## config.mk

```make
export PLATFORM = sky130hd
export DESIGN_NAME = two_node_alarm_annunciator_core_flat
export DESIGN_NICKNAME = d
export VERILOG_FILES = /design/src/hdl/tnaa_pkg.sv /design/src/hdl/tnaa_stream_if.sv /design/src/hdl/two_node_alarm_annunciator_core.sv /design/src/flat_wrapper.sv
export SDC_FILE = /design/constraint.sdc
export NUM_CORES = 1
export LEC_CHECK = 0
export BUFFER_PORTS_ARGS = -buffer_cell sky130_fd_sc_hd__buf_2
export CORE_AREA = 2 2 104 181
export DETAILED_ROUTE_END_ITERATION = 7
export DIE_AREA = 0 0 106 183
export PLACE_DENSITY = 0.83
export SYNTH_ARGS = -nofsm -noshare
export SYNTH_HDL_FRONTEND = slang
export SYNTH_SLANG_ARGS = --single-unit
```

## constraint.sdc

```tcl
create_clock -name clk_i -period 6.5 [get_ports clk_i]
set_clock_uncertainty 0.2 [all_clocks]
set_input_delay 1.3 -clock clk_i [delete_from_list [all_inputs] [get_ports clk_i]]
set_output_delay 1.3 -clock clk_i [all_outputs]
set_load 0.02 [all_outputs]
```

## src/hdl/tnaa_pkg.sv

```systemverilog
package tnaa_pkg;

  // Alarm levels
  localparam logic [1:0] LVL_NORMAL = 2'd0;
  localparam logic [1:0] LVL_WARN   = 2'd1;
  localparam logic [1:0] LVL_CRIT   = 2'd2;

  // Request op codes; the fourth code only re-evaluates the alarm
  localparam logic [1:0] OP_TICK   = 2'd0;
  localparam logic [1:0] OP_REPORT = 2'd1;
  localparam logic [1:0] OP_PRESS  = 2'd2;

  // Node numbers that own a stored level
  localparam logic [7:0] NODE_FIRST  = 8'd1;
  localparam logic [7:0] NODE_SECOND = 8'd2;

  // Configuration register indexes
  localparam int unsigned CfgIdxW = 3;
  localparam int unsigned CfgDataW = 16;
  localparam logic [CfgIdxW-1:0] REG_BEEP_HALF_PERIOD     = 3'd0;
  localparam logic [CfgIdxW-1:0] REG_CRITICAL_HOLD_TICKS  = 3'd1;
  localparam logic [CfgIdxW-1:0] REG_DEBOUNCE_WINDOW      = 3'd2;
  localparam logic [CfgIdxW-1:0] REG_WARN_TONE_RELOAD     = 3'd3;
  localparam logic [CfgIdxW-1:0] REG_CRITICAL_TONE_RELOAD = 3'd4;

  // Register reset values
  localparam logic [9:0]  BEEP_HALF_PERIOD_RST     = 10'd70;
  localparam logic [15:0] CRITICAL_HOLD_TICKS_RST  = 16'd500;
  localparam logic [15:0] DEBOUNCE_WINDOW_RST      = 16'd200;
  localparam logic [15:0] WARN_TONE_RELOAD_RST     = 16'd832;
  localparam logic [15:0] CRITICAL_TONE_RELOAD_RST = 16'd262;

  typedef struct packed {
    logic [1:0] op;
    logic [7:0] node_id;
    logic [2:0] node_level;
  } req_t;

  typedef struct packed {
    logic [2:0]  lamp_select;
    logic [1:0]  system_level;
    logic [1:0]  alarm_level;
    logic        beeper_enable;
    logic [15:0] tone_reload;
    logic [15:0] tone_compare;
  } rsp_t;

endpackage

```

## src/hdl/tnaa_stream_if.sv

```systemverilog
interface tnaa_stream_if #(
  parameter type payload_t = logic
);
  logic     valid;
  logic     ready;
  payload_t payload;

  modport source (output valid, output payload, input ready);
  modport sink   (input valid, input payload, output ready);
endinterface

```

## src/hdl/two_node_alarm_annunciator_core.sv

```systemverilog
// Alarm annunciator for two sensor nodes. Requests are ticks, node status
// reports and button presses; each request yields exactly one response with
// the lamp pattern, system and alarm levels, and the beeper tone settings.
// A request is captured in an input register; once the response register is
// free, the node, hold, debounce and beeper state are updated and the response
// register is loaded. One request per cycle is sustained while responses are
// drained; the input register is freed whenever the response register is empty
// or being drained, so a response may wait while the next request is taken.
// Configuration writes take effect on the next edge and must be issued while no
// request is in flight.
module two_node_alarm_annunciator_core (
  input  logic                                   clk_i,
  input  logic                                   rst_ni,
  input  logic                                   cfg_we_i,
  input  logic [tnaa_pkg::CfgIdxW-1:0]           cfg_idx_i,
  input  logic [tnaa_pkg::CfgDataW-1:0]          cfg_data_i,
  tnaa_stream_if.sink                            req_i,
  tnaa_stream_if.source                          rsp_o
);

  // Configuration registers
  logic [9:0]  half_period_q;
  logic [15:0] hold_ticks_q;
  logic [15:0] debounce_q;
  logic [15:0] warn_reload_q;
  logic [15:0] crit_reload_q;

  always_ff @(posedge clk_i or negedge rst_ni) begin
    if (!rst_ni) begin
      half_period_q <= tnaa_pkg::BEEP_HALF_PERIOD_RST;
      hold_ticks_q  <= tnaa_pkg::CRITICAL_HOLD_TICKS_RST;
      debounce_q    <= tnaa_pkg::DEBOUNCE_WINDOW_RST;
      warn_reload_q <= tnaa_pkg::WARN_TONE_RELOAD_RST;
      crit_reload_q <= tnaa_pkg::CRITICAL_TONE_RELOAD_RST;
    end else if (cfg_we_i) begin
      unique case (cfg_idx_i)
        tnaa_pkg::REG_BEEP_HALF_PERIOD:     half_period_q <= cfg_data_i[9:0];
        tnaa_pkg::REG_CRITICAL_HOLD_TICKS:  hold_ticks_q  <= cfg_data_i;
        tnaa_pkg::REG_DEBOUNCE_WINDOW:      debounce_q    <= cfg_data_i;
        tnaa_pkg::REG_WARN_TONE_RELOAD:     warn_reload_q <= cfg_data_i;
        tnaa_pkg::REG_CRITICAL_TONE_RELOAD: crit_reload_q <= cfg_data_i;
        default: ;
      endcase
    end
  end

  // Handshake: response register drains, input register refills behind it
  logic          in_valid_q;
  tnaa_pkg::req_t in_q;
  logic          out_valid_q;
  tnaa_pkg::rsp_t out_q;
  logic          out_free;
  logic          advance;

  assign out_free      = !out_valid_q || rsp_o.ready;
  assign advance       = in_valid_q && out_free;
  assign req_i.ready   = !in_valid_q || out_free;
  assign rsp_o.valid   = out_valid_q;
  assign rsp_o.payload = out_q;

  always_ff @(posedge clk_i or negedge rst_ni) begin
    if (!rst_ni) begin
      in_valid_q <= 1'b0;
    end else if (req_i.ready) begin
      in_valid_q <= req_i.valid;
    end
  end

  always_ff @(posedge clk_i) begin
    if (req_i.valid && req_i.ready) begin
      in_q <= req_i.payload;
    end
  end

  // Alarm state
  logic [1:0]  first_lvl_q, first_lvl_d;
  logic [1:0]  second_lvl_q, second_lvl_d;
  logic [1:0]  comb_lvl_q, comb_lvl_d;
  logic [1:0]  last_alarm_q, last_alarm_d;
  logic        phase_on_q, phase_on_d;
  logic [9:0]  beep_el_q, beep_el_d;
  logic [15:0] hold_q, hold_d;
  logic [15:0] press_el_q, press_el_d;
  logic [1:0]  rpt_lvl;
  logic [1:0]  alarm_lvl;
  logic [15:0] reload;
  logic [16:0] reload_sum;
  tnaa_pkg::rsp_t rsp_d;

  // Apply the request, then evaluate the alarm
  always_comb begin
    first_lvl_d  = first_lvl_q;
    second_lvl_d = second_lvl_q;
    comb_lvl_d   = comb_lvl_q;
    last_alarm_d = last_alarm_q;
    phase_on_d   = phase_on_q;
    beep_el_d    = beep_el_q;
    hold_d       = hold_q;
    press_el_d   = press_el_q;
    rpt_lvl      = (in_q.node_level > 3'(tnaa_pkg::LVL_CRIT)) ? tnaa_pkg::LVL_CRIT
                                                               : in_q.node_level[1:0];

    case (in_q.op)
      tnaa_pkg::OP_TICK: begin
        if (beep_el_q != '1) beep_el_d = beep_el_q + 10'd1;
        if (press_el_q != '1) press_el_d = press_el_q + 16'd1;
        if (hold_q != '0) hold_d = hold_q - 16'd1;
      end
      tnaa_pkg::OP_REPORT: begin
        if (in_q.node_id == tnaa_pkg::NODE_FIRST) first_lvl_d = rpt_lvl;
        else if (in_q.node_id == tnaa_pkg::NODE_SECOND) second_lvl_d = rpt_lvl;
        comb_lvl_d = (first_lvl_d > second_lvl_d) ? first_lvl_d : second_lvl_d;
      end
      tnaa_pkg::OP_PRESS: begin
        if (press_el_q > debounce_q) begin
          press_el_d = '0;
          comb_lvl_d = (comb_lvl_q >= tnaa_pkg::LVL_CRIT) ? tnaa_pkg::LVL_NORMAL
                                                          : comb_lvl_q + 2'd1;
        end
      end
      default: ;
    endcase

    // Critical hold
    if (comb_lvl_d == tnaa_pkg::LVL_CRIT) hold_d = hold_ticks_q;
    alarm_lvl = (hold_d != '0) ? tnaa_pkg::LVL_CRIT : comb_lvl_d;

    // Restart the beeper on a level change
    if (alarm_lvl != last_alarm_q) begin
      last_alarm_d = alarm_lvl;
      phase_on_d   = 1'b0;
      beep_el_d    = '1;
    end

    // Toggle the beeper phase each half period
    if (alarm_lvl == tnaa_pkg::LVL_NORMAL) begin
      phase_on_d = 1'b0;
    end else if (beep_el_d >= half_period_q) begin
      phase_on_d = !phase_on_d;
      beep_el_d  = '0;
    end

    // Build the response
    reload = '0;
    if (phase_on_d) begin
      reload = (alarm_lvl == tnaa_pkg::LVL_CRIT) ? crit_reload_q : warn_reload_q;
    end
    reload_sum          = {1'b0, reload} + 17'd1;
    rsp_d.lamp_select   = 3'(3'b001 << comb_lvl_d);
    rsp_d.system_level  = comb_lvl_d;
    rsp_d.alarm_level   = alarm_lvl;
    rsp_d.beeper_enable = phase_on_d;
    rsp_d.tone_reload   = reload;
    rsp_d.tone_compare  = phase_on_d ? reload_sum[16:1] : '0;
  end

  always_ff @(posedge clk_i or negedge rst_ni) begin
    if (!rst_ni) begin
      first_lvl_q  <= tnaa_pkg::LVL_NORMAL;
      second_lvl_q <= tnaa_pkg::LVL_NORMAL;
      comb_lvl_q   <= tnaa_pkg::LVL_NORMAL;
      last_alarm_q <= tnaa_pkg::LVL_NORMAL;
      phase_on_q   <= 1'b0;
      beep_el_q    <= '1;
      hold_q       <= '0;
      press_el_q   <= '1;
    end else if (advance) begin
      first_lvl_q  <= first_lvl_d;
      second_lvl_q <= second_lvl_d;
      comb_lvl_q   <= comb_lvl_d;
      last_alarm_q <= last_alarm_d;
      phase_on_q   <= phase_on_d;
      beep_el_q    <= beep_el_d;
      hold_q       <= hold_d;
      press_el_q   <= press_el_d;
    end
  end

  // Response register
  always_ff @(posedge clk_i or negedge rst_ni) begin
    if (!rst_ni) begin
      out_valid_q <= 1'b0;
    end else if (out_free) begin
      out_valid_q <= in_valid_q;
    end
  end

  always_ff @(posedge clk_i) begin
    if (advance) begin
      out_q <= rsp_d;
    end
  end

  // Checks
  a_lamp_onehot: assert property (@(posedge clk_i) disable iff (!rst_ni)
    out_valid_q |-> $onehot(out_q.lamp_select))
    else $error("lamp pattern not one-hot");

  a_silent_tone: assert property (@(posedge clk_i) disable iff (!rst_ni)
    (out_valid_q && !out_q.beeper_enable) |->
      (out_q.tone_reload == '0 && out_q.tone_compare == '0))
    else $error("tone settings nonzero while silent");

  a_crit_alarm: assert property (@(posedge clk_i) disable iff (!rst_ni)
    (out_valid_q && out_q.system_level == tnaa_pkg::LVL_CRIT) |->
      out_q.alarm_level == tnaa_pkg::LVL_CRIT)
    else $error("critical system level without critical alarm");

  a_alarm_ge_sys: assert property (@(posedge clk_i) disable iff (!rst_ni)
    out_valid_q |-> out_q.alarm_level >= out_q.system_level)
    else $error("alarm level below system level");

  a_normal_quiet: assert property (@(posedge clk_i) disable iff (!rst_ni)
    (out_valid_q && out_q.alarm_level == tnaa_pkg::LVL_NORMAL) |-> !out_q.beeper_enable)
    else $error("beeper on at normal alarm level");

  a_state_holds: assert property (@(posedge clk_i) disable iff (!rst_ni)
    !in_valid_q |=> ($stable(comb_lvl_q) && $stable(hold_q) && $stable(phase_on_q)))
    else $error("alarm state moved without a request");

endmodule

```

## src/flat_wrapper.sv

```systemverilog
// flat-port wrapper written by rule: the top's interface ports become plain ports
module two_node_alarm_annunciator_core_flat 
  (clk_i, rst_ni, cfg_we_i, cfg_idx_i, cfg_data_i, req_i_valid, req_i_payload, req_i_ready, rsp_o_valid, rsp_o_payload, rsp_o_ready);
  tnaa_stream_if #(.payload_t(tnaa_pkg::req_t)) req_i_i ();
  tnaa_stream_if #(.payload_t(tnaa_pkg::rsp_t)) rsp_o_i ();
  input  logic clk_i;
  input  logic rst_ni;
  input  logic cfg_we_i;
  input  logic [tnaa_pkg::CfgIdxW-1:0] cfg_idx_i;
  input  logic [tnaa_pkg::CfgDataW-1:0] cfg_data_i;
  input wire logic [$bits(req_i_i.valid)-1:0] req_i_valid;
  input wire logic [$bits(req_i_i.payload)-1:0] req_i_payload;
  output wire logic [$bits(req_i_i.ready)-1:0] req_i_ready;
  output wire logic [$bits(rsp_o_i.valid)-1:0] rsp_o_valid;
  output wire logic [$bits(rsp_o_i.payload)-1:0] rsp_o_payload;
  input wire logic [$bits(rsp_o_i.ready)-1:0] rsp_o_ready;
  assign req_i_i.valid = req_i_valid;
  assign req_i_i.payload = req_i_payload;
  assign req_i_ready = req_i_i.ready;
  assign rsp_o_valid = rsp_o_i.valid;
  assign rsp_o_payload = rsp_o_i.payload;
  assign rsp_o_i.ready = rsp_o_ready;
  two_node_alarm_annunciator_core u_core (.clk_i(clk_i), .rst_ni(rst_ni), .cfg_we_i(cfg_we_i), .cfg_idx_i(cfg_idx_i), .cfg_data_i(cfg_data_i), .req_i(req_i_i), .rsp_o(rsp_o_i));
endmodule
```

# Word level (Yosys, flattened, before mapping)
# Cells that the tools add are included.
# op_classes
n_addsub	5
n_lt_le_gt_ge	5
n_eq_ne	15
shift	1
n_mux	27
n_reduce_logical	21
# ops
operator	count
$mux W16	7
$mux W10	5
$pmux W16 S2	1
$reduce_bool A16 Y1	2
$mux W2	10
$add A16 B1 Y17 const B	1
$add A16 B1 Y16 const B	1
$gt A16 B16 Y1	1
$ne A16 B16 Y1 const B	1
$sub A16 B1 Y16 const B	1
$reduce_and A2 Y1	7
$add A10 B1 Y10 const B	1
$ge A10 B10 Y1	1
$ne A10 B10 Y1 const B	1
$eq A8 B1 Y1 const B	1
$eq A8 B2 Y1 const B	1
$eq A2 B2 Y1 const B	3
$eq A3 B2 Y1 const B	2
$logic_not A2 Y1	2
$ne A2 B1 Y1 const B	2
$pmux W2 S2	1
$reduce_and A4 Y1	1
$eq A3 B1 Y1 const B	1
$eq A3 B3 Y1 const B	1
other kinds (13)	19
# totals
reg_bits	180
inputBits	37
out_inout_bits	42
word_cells	98

# Depth between registers and ports, before layout
# depth
depth_word	19
ltp_mapped	36

# Worst setup path before layout
# No wires, ideal clock.
# synth_path
path_kind	reg-to-reg
start	reg u_core.in_q[6] (netlist name)
end	reg u_core.out_q, in the netlist u_core.rsp_o.payload[11] (data pin)
setup_time_ns	0.257
arrival_time_ns	6.265
required_ns	6.043
slack_ns	-0.222
path_stages_with_launch	33
path_cell_list	edfxtp_1 > nor4_1 > and2_1 > mux2i_1 > ha_1 > nor2_1 > a2bb2oi_1 > o211ai_1 > o2111ai_1 > and3_1 > nand2_1 > inv_1 > a21oi_2 > o21ai_2 > a21boi_2 > nand2_1 > ha_1 > a2111o_1 > o31a_1 > nor3b_1 > a221oi_2 > a21bo_4 > buf_6 > a21oi_1 > ha_1 > and4_1 > nand2_1 > nor2_1 > nand3_1 > mux2i_1 > o21ai_0 > xnor2_1 > nor2_1
# synth_via
elab_chain_len	18
# synth_rtl
item	line	rtl
start, declared	two_node_alarm_annunciator_core.sv:49	tnaa_pkg::req_t in_q;
start signal, assigned	two_node_alarm_annunciator_core.sv:71	in_q <= req_i.payload;
$eq A8 B2 Y1	two_node_alarm_annunciator_core.sv:111	else if (in_q.node_id == tnaa_pkg::NODE_SECOND) second_lvl_d = rpt_lvl;
$mux W2	two_node_alarm_annunciator_core.sv:111	
$mux W2	two_node_alarm_annunciator_core.sv:110	if (in_q.node_id == tnaa_pkg::NODE_FIRST) first_lvl_d = rpt_lvl;
$mux W2	two_node_alarm_annunciator_core.sv:103	case (in_q.op)
$gt A2 B2 Y1	two_node_alarm_annunciator_core.sv:112	comb_lvl_d = (first_lvl_d > second_lvl_d) ? first_lvl_d : second_lvl_d;
$mux W2 (*)	two_node_alarm_annunciator_core.sv:112	
$pmux W2 S2 (*)	two_node_alarm_annunciator_core.sv:103	
$eq A2 B2 Y1	two_node_alarm_annunciator_core.sv:125	if (comb_lvl_d == tnaa_pkg::LVL_CRIT) hold_d = hold_ticks_q;
(+3 left out)	--	
$ne A2 B2 Y1	two_node_alarm_annunciator_core.sv:129	if (alarm_lvl != last_alarm_q) begin
$mux W10 / $mux W1 (equally long branches)	two_node_alarm_annunciator_core.sv:129	
$ge A10 B10 Y1 / $logic_not A1 Y1 (equally long branches)	two_node_alarm_annunciator_core.sv:138, two_node_alarm_annunciator_core.sv:139	
$mux W1	two_node_alarm_annunciator_core.sv:138	end else if (beep_el_d >= half_period_q) begin
$mux W1	two_node_alarm_annunciator_core.sv:136	if (alarm_lvl == tnaa_pkg::LVL_NORMAL) begin
$mux W16 (*)	two_node_alarm_annunciator_core.sv:145	if (phase_on_d) begin
named net u_core.reload[1]	two_node_alarm_annunciator_core.sv:86	logic [15:0] reload;
$add A16 B1 Y17 (*)	two_node_alarm_annunciator_core.sv:148	reload_sum = {1'b0, reload} + 17'd1;
end signal, assigned	two_node_alarm_annunciator_core.sv:190	out_q <= rsp_d;
end, declared	two_node_alarm_annunciator_core.sv:51	tnaa_pkg::rsp_t out_q;
# Mark *: on every way through the listed nets, which the timed path passes. The rest lies on a longest branch. The select of a mux whose other input is x is not followed.
# A chain may end at the register's enable or synchronous reset.

# Worst setup path after layout
# layout_path
start	reg u_core.debounce_q[6]
end	reg u_core.out_q, in the netlist u_core.rsp_o.payload[9] (data pin)
# layout_via
elab_chain_len	14
# layout_rtl
item	line	rtl
start, declared	two_node_alarm_annunciator_core.sv:24	logic [15:0] debounce_q;
start signal, assigned	two_node_alarm_annunciator_core.sv:32	debounce_q <= tnaa_pkg::DEBOUNCE_WINDOW_RST;
start signal, assigned	two_node_alarm_annunciator_core.sv:39	tnaa_pkg::REG_DEBOUNCE_WINDOW: debounce_q <= cfg_data_i;
$gt A16 B16 Y1 (*)	two_node_alarm_annunciator_core.sv:115	if (press_el_q > debounce_q) begin
$mux W2 (*)	two_node_alarm_annunciator_core.sv:115	
$pmux W2 S2 (*)	two_node_alarm_annunciator_core.sv:103	
$eq A2 B2 Y1	two_node_alarm_annunciator_core.sv:125	
$mux W16	two_node_alarm_annunciator_core.sv:125	
$reduce_bool A16 Y1	two_node_alarm_annunciator_core.sv:126	alarm_lvl = (hold_d != '0) ? tnaa_pkg::LVL_CRIT : comb_lvl_d;
$mux W2 (*)	two_node_alarm_annunciator_core.sv:126	
$ne A2 B2 Y1	two_node_alarm_annunciator_core.sv:129	
$mux W10 / $mux W1 (equally long branches)	two_node_alarm_annunciator_core.sv:129	
$ge A10 B10 Y1 / $logic_not A1 Y1 (equally long branches)	two_node_alarm_annunciator_core.sv:138, two_node_alarm_annunciator_core.sv:139	
$mux W1	two_node_alarm_annunciator_core.sv:138	
$mux W1	two_node_alarm_annunciator_core.sv:136	
$mux W16 (*)	two_node_alarm_annunciator_core.sv:145	
named net u_core.reload[1]	two_node_alarm_annunciator_core.sv:86	
$add A16 B1 Y17 (*)	two_node_alarm_annunciator_core.sv:148	
# Mark *: on every way through the listed nets, which the timed path passes. The rest lies on a longest branch.

==> implementation parameters <==
Parameter                              Value

Run status
  Status ... finished, violations left
  Failing checks ... setup timing

GRT
  Number of antenna violations at the first check in global routing ... 0
  Met2 Resource Use GR ... between 50% and 60%
  Maximum number of pins on one net before global-route repair ... 75
  Most utilized layer in the global route result ... met2
  Overflow after GRT ... 0
  Global-route met1 utilization ... 28.9%
  First-pass GRT wire length ... between 40 and 50 mm
  Met3 track demand over resource ... approximately 4.8%
  Overall Global Routing Usage ... between 20 and 30%
  Vias in the first global route ... 8,430

Setup path
  Worst Path Class, Setup ... reg2reg
  Critical path data arrival time ... ~6800 ps
  CP Launch Type ... register
  Endpoint required time on the critical path ... approximately 6500 ps
  Master of the slowest instance on the critical path ... or4_4
  Critical path peak fanout ... 4
  Type of element capturing the critical path ... register
  Max stage delay on crit path ... just under 600 ps

Yosys
  Top area cells in the synthesized netlist ... dfrtp_1, edfxtp_1, dfstp_2
  Synth unique cells ... 75
  Post-synthesis mux area share ... under 10%
  Flip-flop cell with the highest count after synthesis ... dfrtp_1
  Dominant combinational cell family by area after synthesis ... simple AND/OR/NAND/NOR gates
  Post-synthesis sequential element count ... 180
  Post-Syn Nets ... 1,013
  Post-synth design cell area ... ~0.0097 mm^2
  Count of warnings emitted by yosys ... 0
  Average cell area after synthesis ... 10.3 um^2
  Top post-synthesis cells by count ... nand2_1, dfrtp_1, nor2_1, o21ai_0, mux2_2
  Synthesized-area fraction occupied by ao, oa, aoi and oai cells ... a little over an eighth
  Fraction of synthesized cell area taken by the top area cell type ... a little over a fifth
  Simple-gate share of the synthesized area ... ~18%
  Number of enable-type register cells in the synthesized netlist ... 53
  Mapped Cells ... between 900 and 1,000
  Async set-or-reset flop fraction in the synthesized netlist ... ~70%
  Most used standard cell by instance count after synthesis ... nand2_1
  Post-Synth XOR/XNOR Area ... under 10%
  Synth Area in Adders ... about 4.7%
  Cell accounting for the most synthesized area ... dfrtp_1
  Post-synthesis sequential area ratio ... around half

CTS
  Number of buffers on the longest clock path ... 2
  H-tree lvl count ... 4
  CTS Root Cell ... clkbuf_16
  Number of clock buffers inserted by TritonCTS ... 17
  Number of hold-repair buffers added at the cts stage ... 0
  Clock-pin slew reported for the worst setup and hold paths after clock tree synthesis ... about 80 ps
  TritonCTS clock tree ... yes
  Number of sinks driven by the clock tree ... 180
  Clock latency of the later-clocked register in the worst-skew pair ... 450 ps

Die
  Die W ... 106 um
  Area of the die ... between 0.015 and 0.02 mm^2
  Row count ... 65
  Effective utilization at floorplan ... between 50% and 60%
  I/O pin cnt ... just under 80
  Die outline height ... 183 um
  Core area ... around 0.018 mm^2

Power
  Switching Fraction ... about 39%
  Combinational Power Share ... 39.5%
  Maximum vdd drop ... 0.244 mV
  Clock share of power ... 22.1%
  Switching component of the power ... approximately 1.8 mW
  Sequential group share of total power ... 38.4%
  Static leakage ... ~5.2 nW
  P_int ... between 2 and 3 mW
  Areal power density over the cells ... between 300 and 400 mW/mm^2

Worst hold path
  Kind of path behind the tightest hold check ... reg2reg

Drt
  Detail-routed via count per cell ... roughly 6
  Drc violations ... 0
  Post-DRT Antenna Nets ... 0
  Total routed wirelength ... between 20 and 30 mm
  Post-detailed-route wirelength per cell ... slightly below 20 um
  Detailed-router iteration count before antenna repair ... 7
  Number of vias in the routed layout ... 8,330
  Drt initial violations ... around 650

Place
  Placer congestion estimate ... slightly below 1
  Cell area after placement ... about 0.011 mm^2
  Post-placement setup slack ... -333 ps
  IO Port Bufs ... 78
  Post-DP HPWL ... approximately 18 mm

Cells and area
  Antenna diodes ... 0
  Final std cell area, no fill ... 0.0121 mm^2
  Fraction of final layout cells sized beyond drive strength 1 ... 37.2%
  Area growth, synth to finish ... 25.5%
  Post-route core utilization ... 67.5%
  Net count of the finished layout ... 1,199

STA
  Post-layout worst setup margin ... -283 ps
  Final slew viol count ... 0
  Hold Violations, Final ... 0
  RSZ-0062 raised after global routing ... true
  Endpoints failing setup ... 6
  Highest clock frequency the design can meet ... approximately 0.15 GHz
  Fraction of the cycle the final worst path needs ... 104%
  Smallest hold slack ... slightly above 300 ps
  Min Tclk post-route ... ~6800 ps
  Max_slew headroom ... 35.5%
  Measured slew at the worst slew-check pin ... 958 ps

Flow run
  Max-cap violation count ... 0
-- cell usage in the layout, fill, tap and decap left out, types with 11 or more instances in the layout --
master	netlist	layout
nor3_1	19	18
nand2_1	128	121
inv_1	41	36
and3_1	13	12
a21oi_1	40	36
dfstp_2	44	44
xnor2_1	17	15
mux2_2	56	56
nand4_1	17	17
nor2_1	77	70
nand3_1	22	20
clkbuf_16	0	17
mux2i_1	14	11
edfxtp_1	53	53
xor2_1	22	22
buf_4	3	117
dfrtp_1	83	83
nor4_1	12	11
o21ai_0	77	70
buf_2	5	77
ha_1	36	26
-- cells by family after synthesis --
| kind of cell | Yosys count |
|---|---|
| buffers and inverters | 75 |
| XOR/XNOR | 39 |
| flip-flops | 180 |
| multiplexers | 70 |
| adder cells (fa/ha/maj) | 36 |
| AO/OA/AOI/OAI | 194 |
| AND/OR/NAND/NOR | 346 |
-- worst paths after layout --
kind,from,to,slack [ps],cells past startpoint
worst max-delay path,u_core.debounce_q[6],u_core.rsp_o.payload[9],-280,32
worst min-delay path,u_core.in_valid_q,u_core.rsp_o.valid,300,1
worst max register to register,u_core.debounce_q[6],u_core.rsp_o.payload[9],-280,32
worst min register to register,u_core.in_valid_q,u_core.rsp_o.valid,300,1
max in group asynchronous,rst_ni,u_core.warn_reload_q[3],4000,2
min in group asynchronous,rst_ni,u_core.debounce_q[15],800,1
-- final cells by class --
class | count | area (um^2)
repair buffers | 201 | 1340
clock inverters | 13 | 139
fillers | 1265 | 5830
inverters | 41 | 154
clock buffers | 19 | 443
well taps | 234 | 293
flip-flops and latches | 180 | 4820
multi-input cells | 685 | 4940
-- worst max-delay path: cells and delay by family (launching register included) --
family / cells / cell delay (ps)
AOI/OAI and AO/OA: 11 / 2180
xor gates and xnor gates: 1 / 140
and+or+nand+nor: 12 / 2100
DFF: 1 / 530
buffers and inverters: 4 / 470
adders and majority gates: 3 / 700
muxes: 1 / 210
-- flip-flops by register name (all words and copies together), names as in the netlist, 2 cells and up --
register	flops
u_core.hold_ticks_q	16
u_core.debounce_q	16
u_core.half_period_q	10
u_core.second_lvl_q	2
u_core.beep_el_q	10
u_core.last_alarm_q	2
u_core.warn_reload_q	16
u_core.first_lvl_q	2
u_core.hold_q	16
u_core.comb_lvl_q	2
u_core.rsp_o.payload	40
u_core.press_el_q	16
u_core.crit_reload_q	16
u_core.in_q	13
-- power groups by stage --
stage / logic [mW] / registers [mW] / clock network [mW]
after CTS: 1.65 / 1.76 / 1.01
final: 1.82 / 1.77 / 1.02
after global routing: 1.96 / 1.80 / 1.07
after detailed placement: 1.56 / 1.78 / 0
after global placement: 1.52 / 1.77 / 0
after floorplan: 0.990 / 1.82 / 0
-- timing repair --
| action | CTS | global route |
|---|---|---|
| gates resized for setup | 37 | 41 |
| setup buffers | 38 | 12 |
| setup endpoints to repair | 6 | 15 |
| pin swaps | 23 | 37 |
-- routing by layer --
metal | share of wire (%) | vias up
li1 | - | 3746
met1 | 35 | 4039
met2 | 53 | 421
met3 | 5.8 | 124
met4 | 6.2 | 0
met5 | 0 | -
-- through the flow --
| stage | power (mW) | cells | setup TNS (ps) |
|---|---|---|---|
| after floorplan | 2.81 | 940 | 0 |
| after global placement | 3.28 | 1297 | -32.4 |
| after detailed placement | 3.33 | 1297 | -1210 |
| after CTS | 4.43 | 1366 | -66.5 |
| after global routing | 4.83 | 1373 | -2370 |
| final | 4.61 | 1373 | -1120 |
No activity file was read; power rests on OpenSTA's default activity.
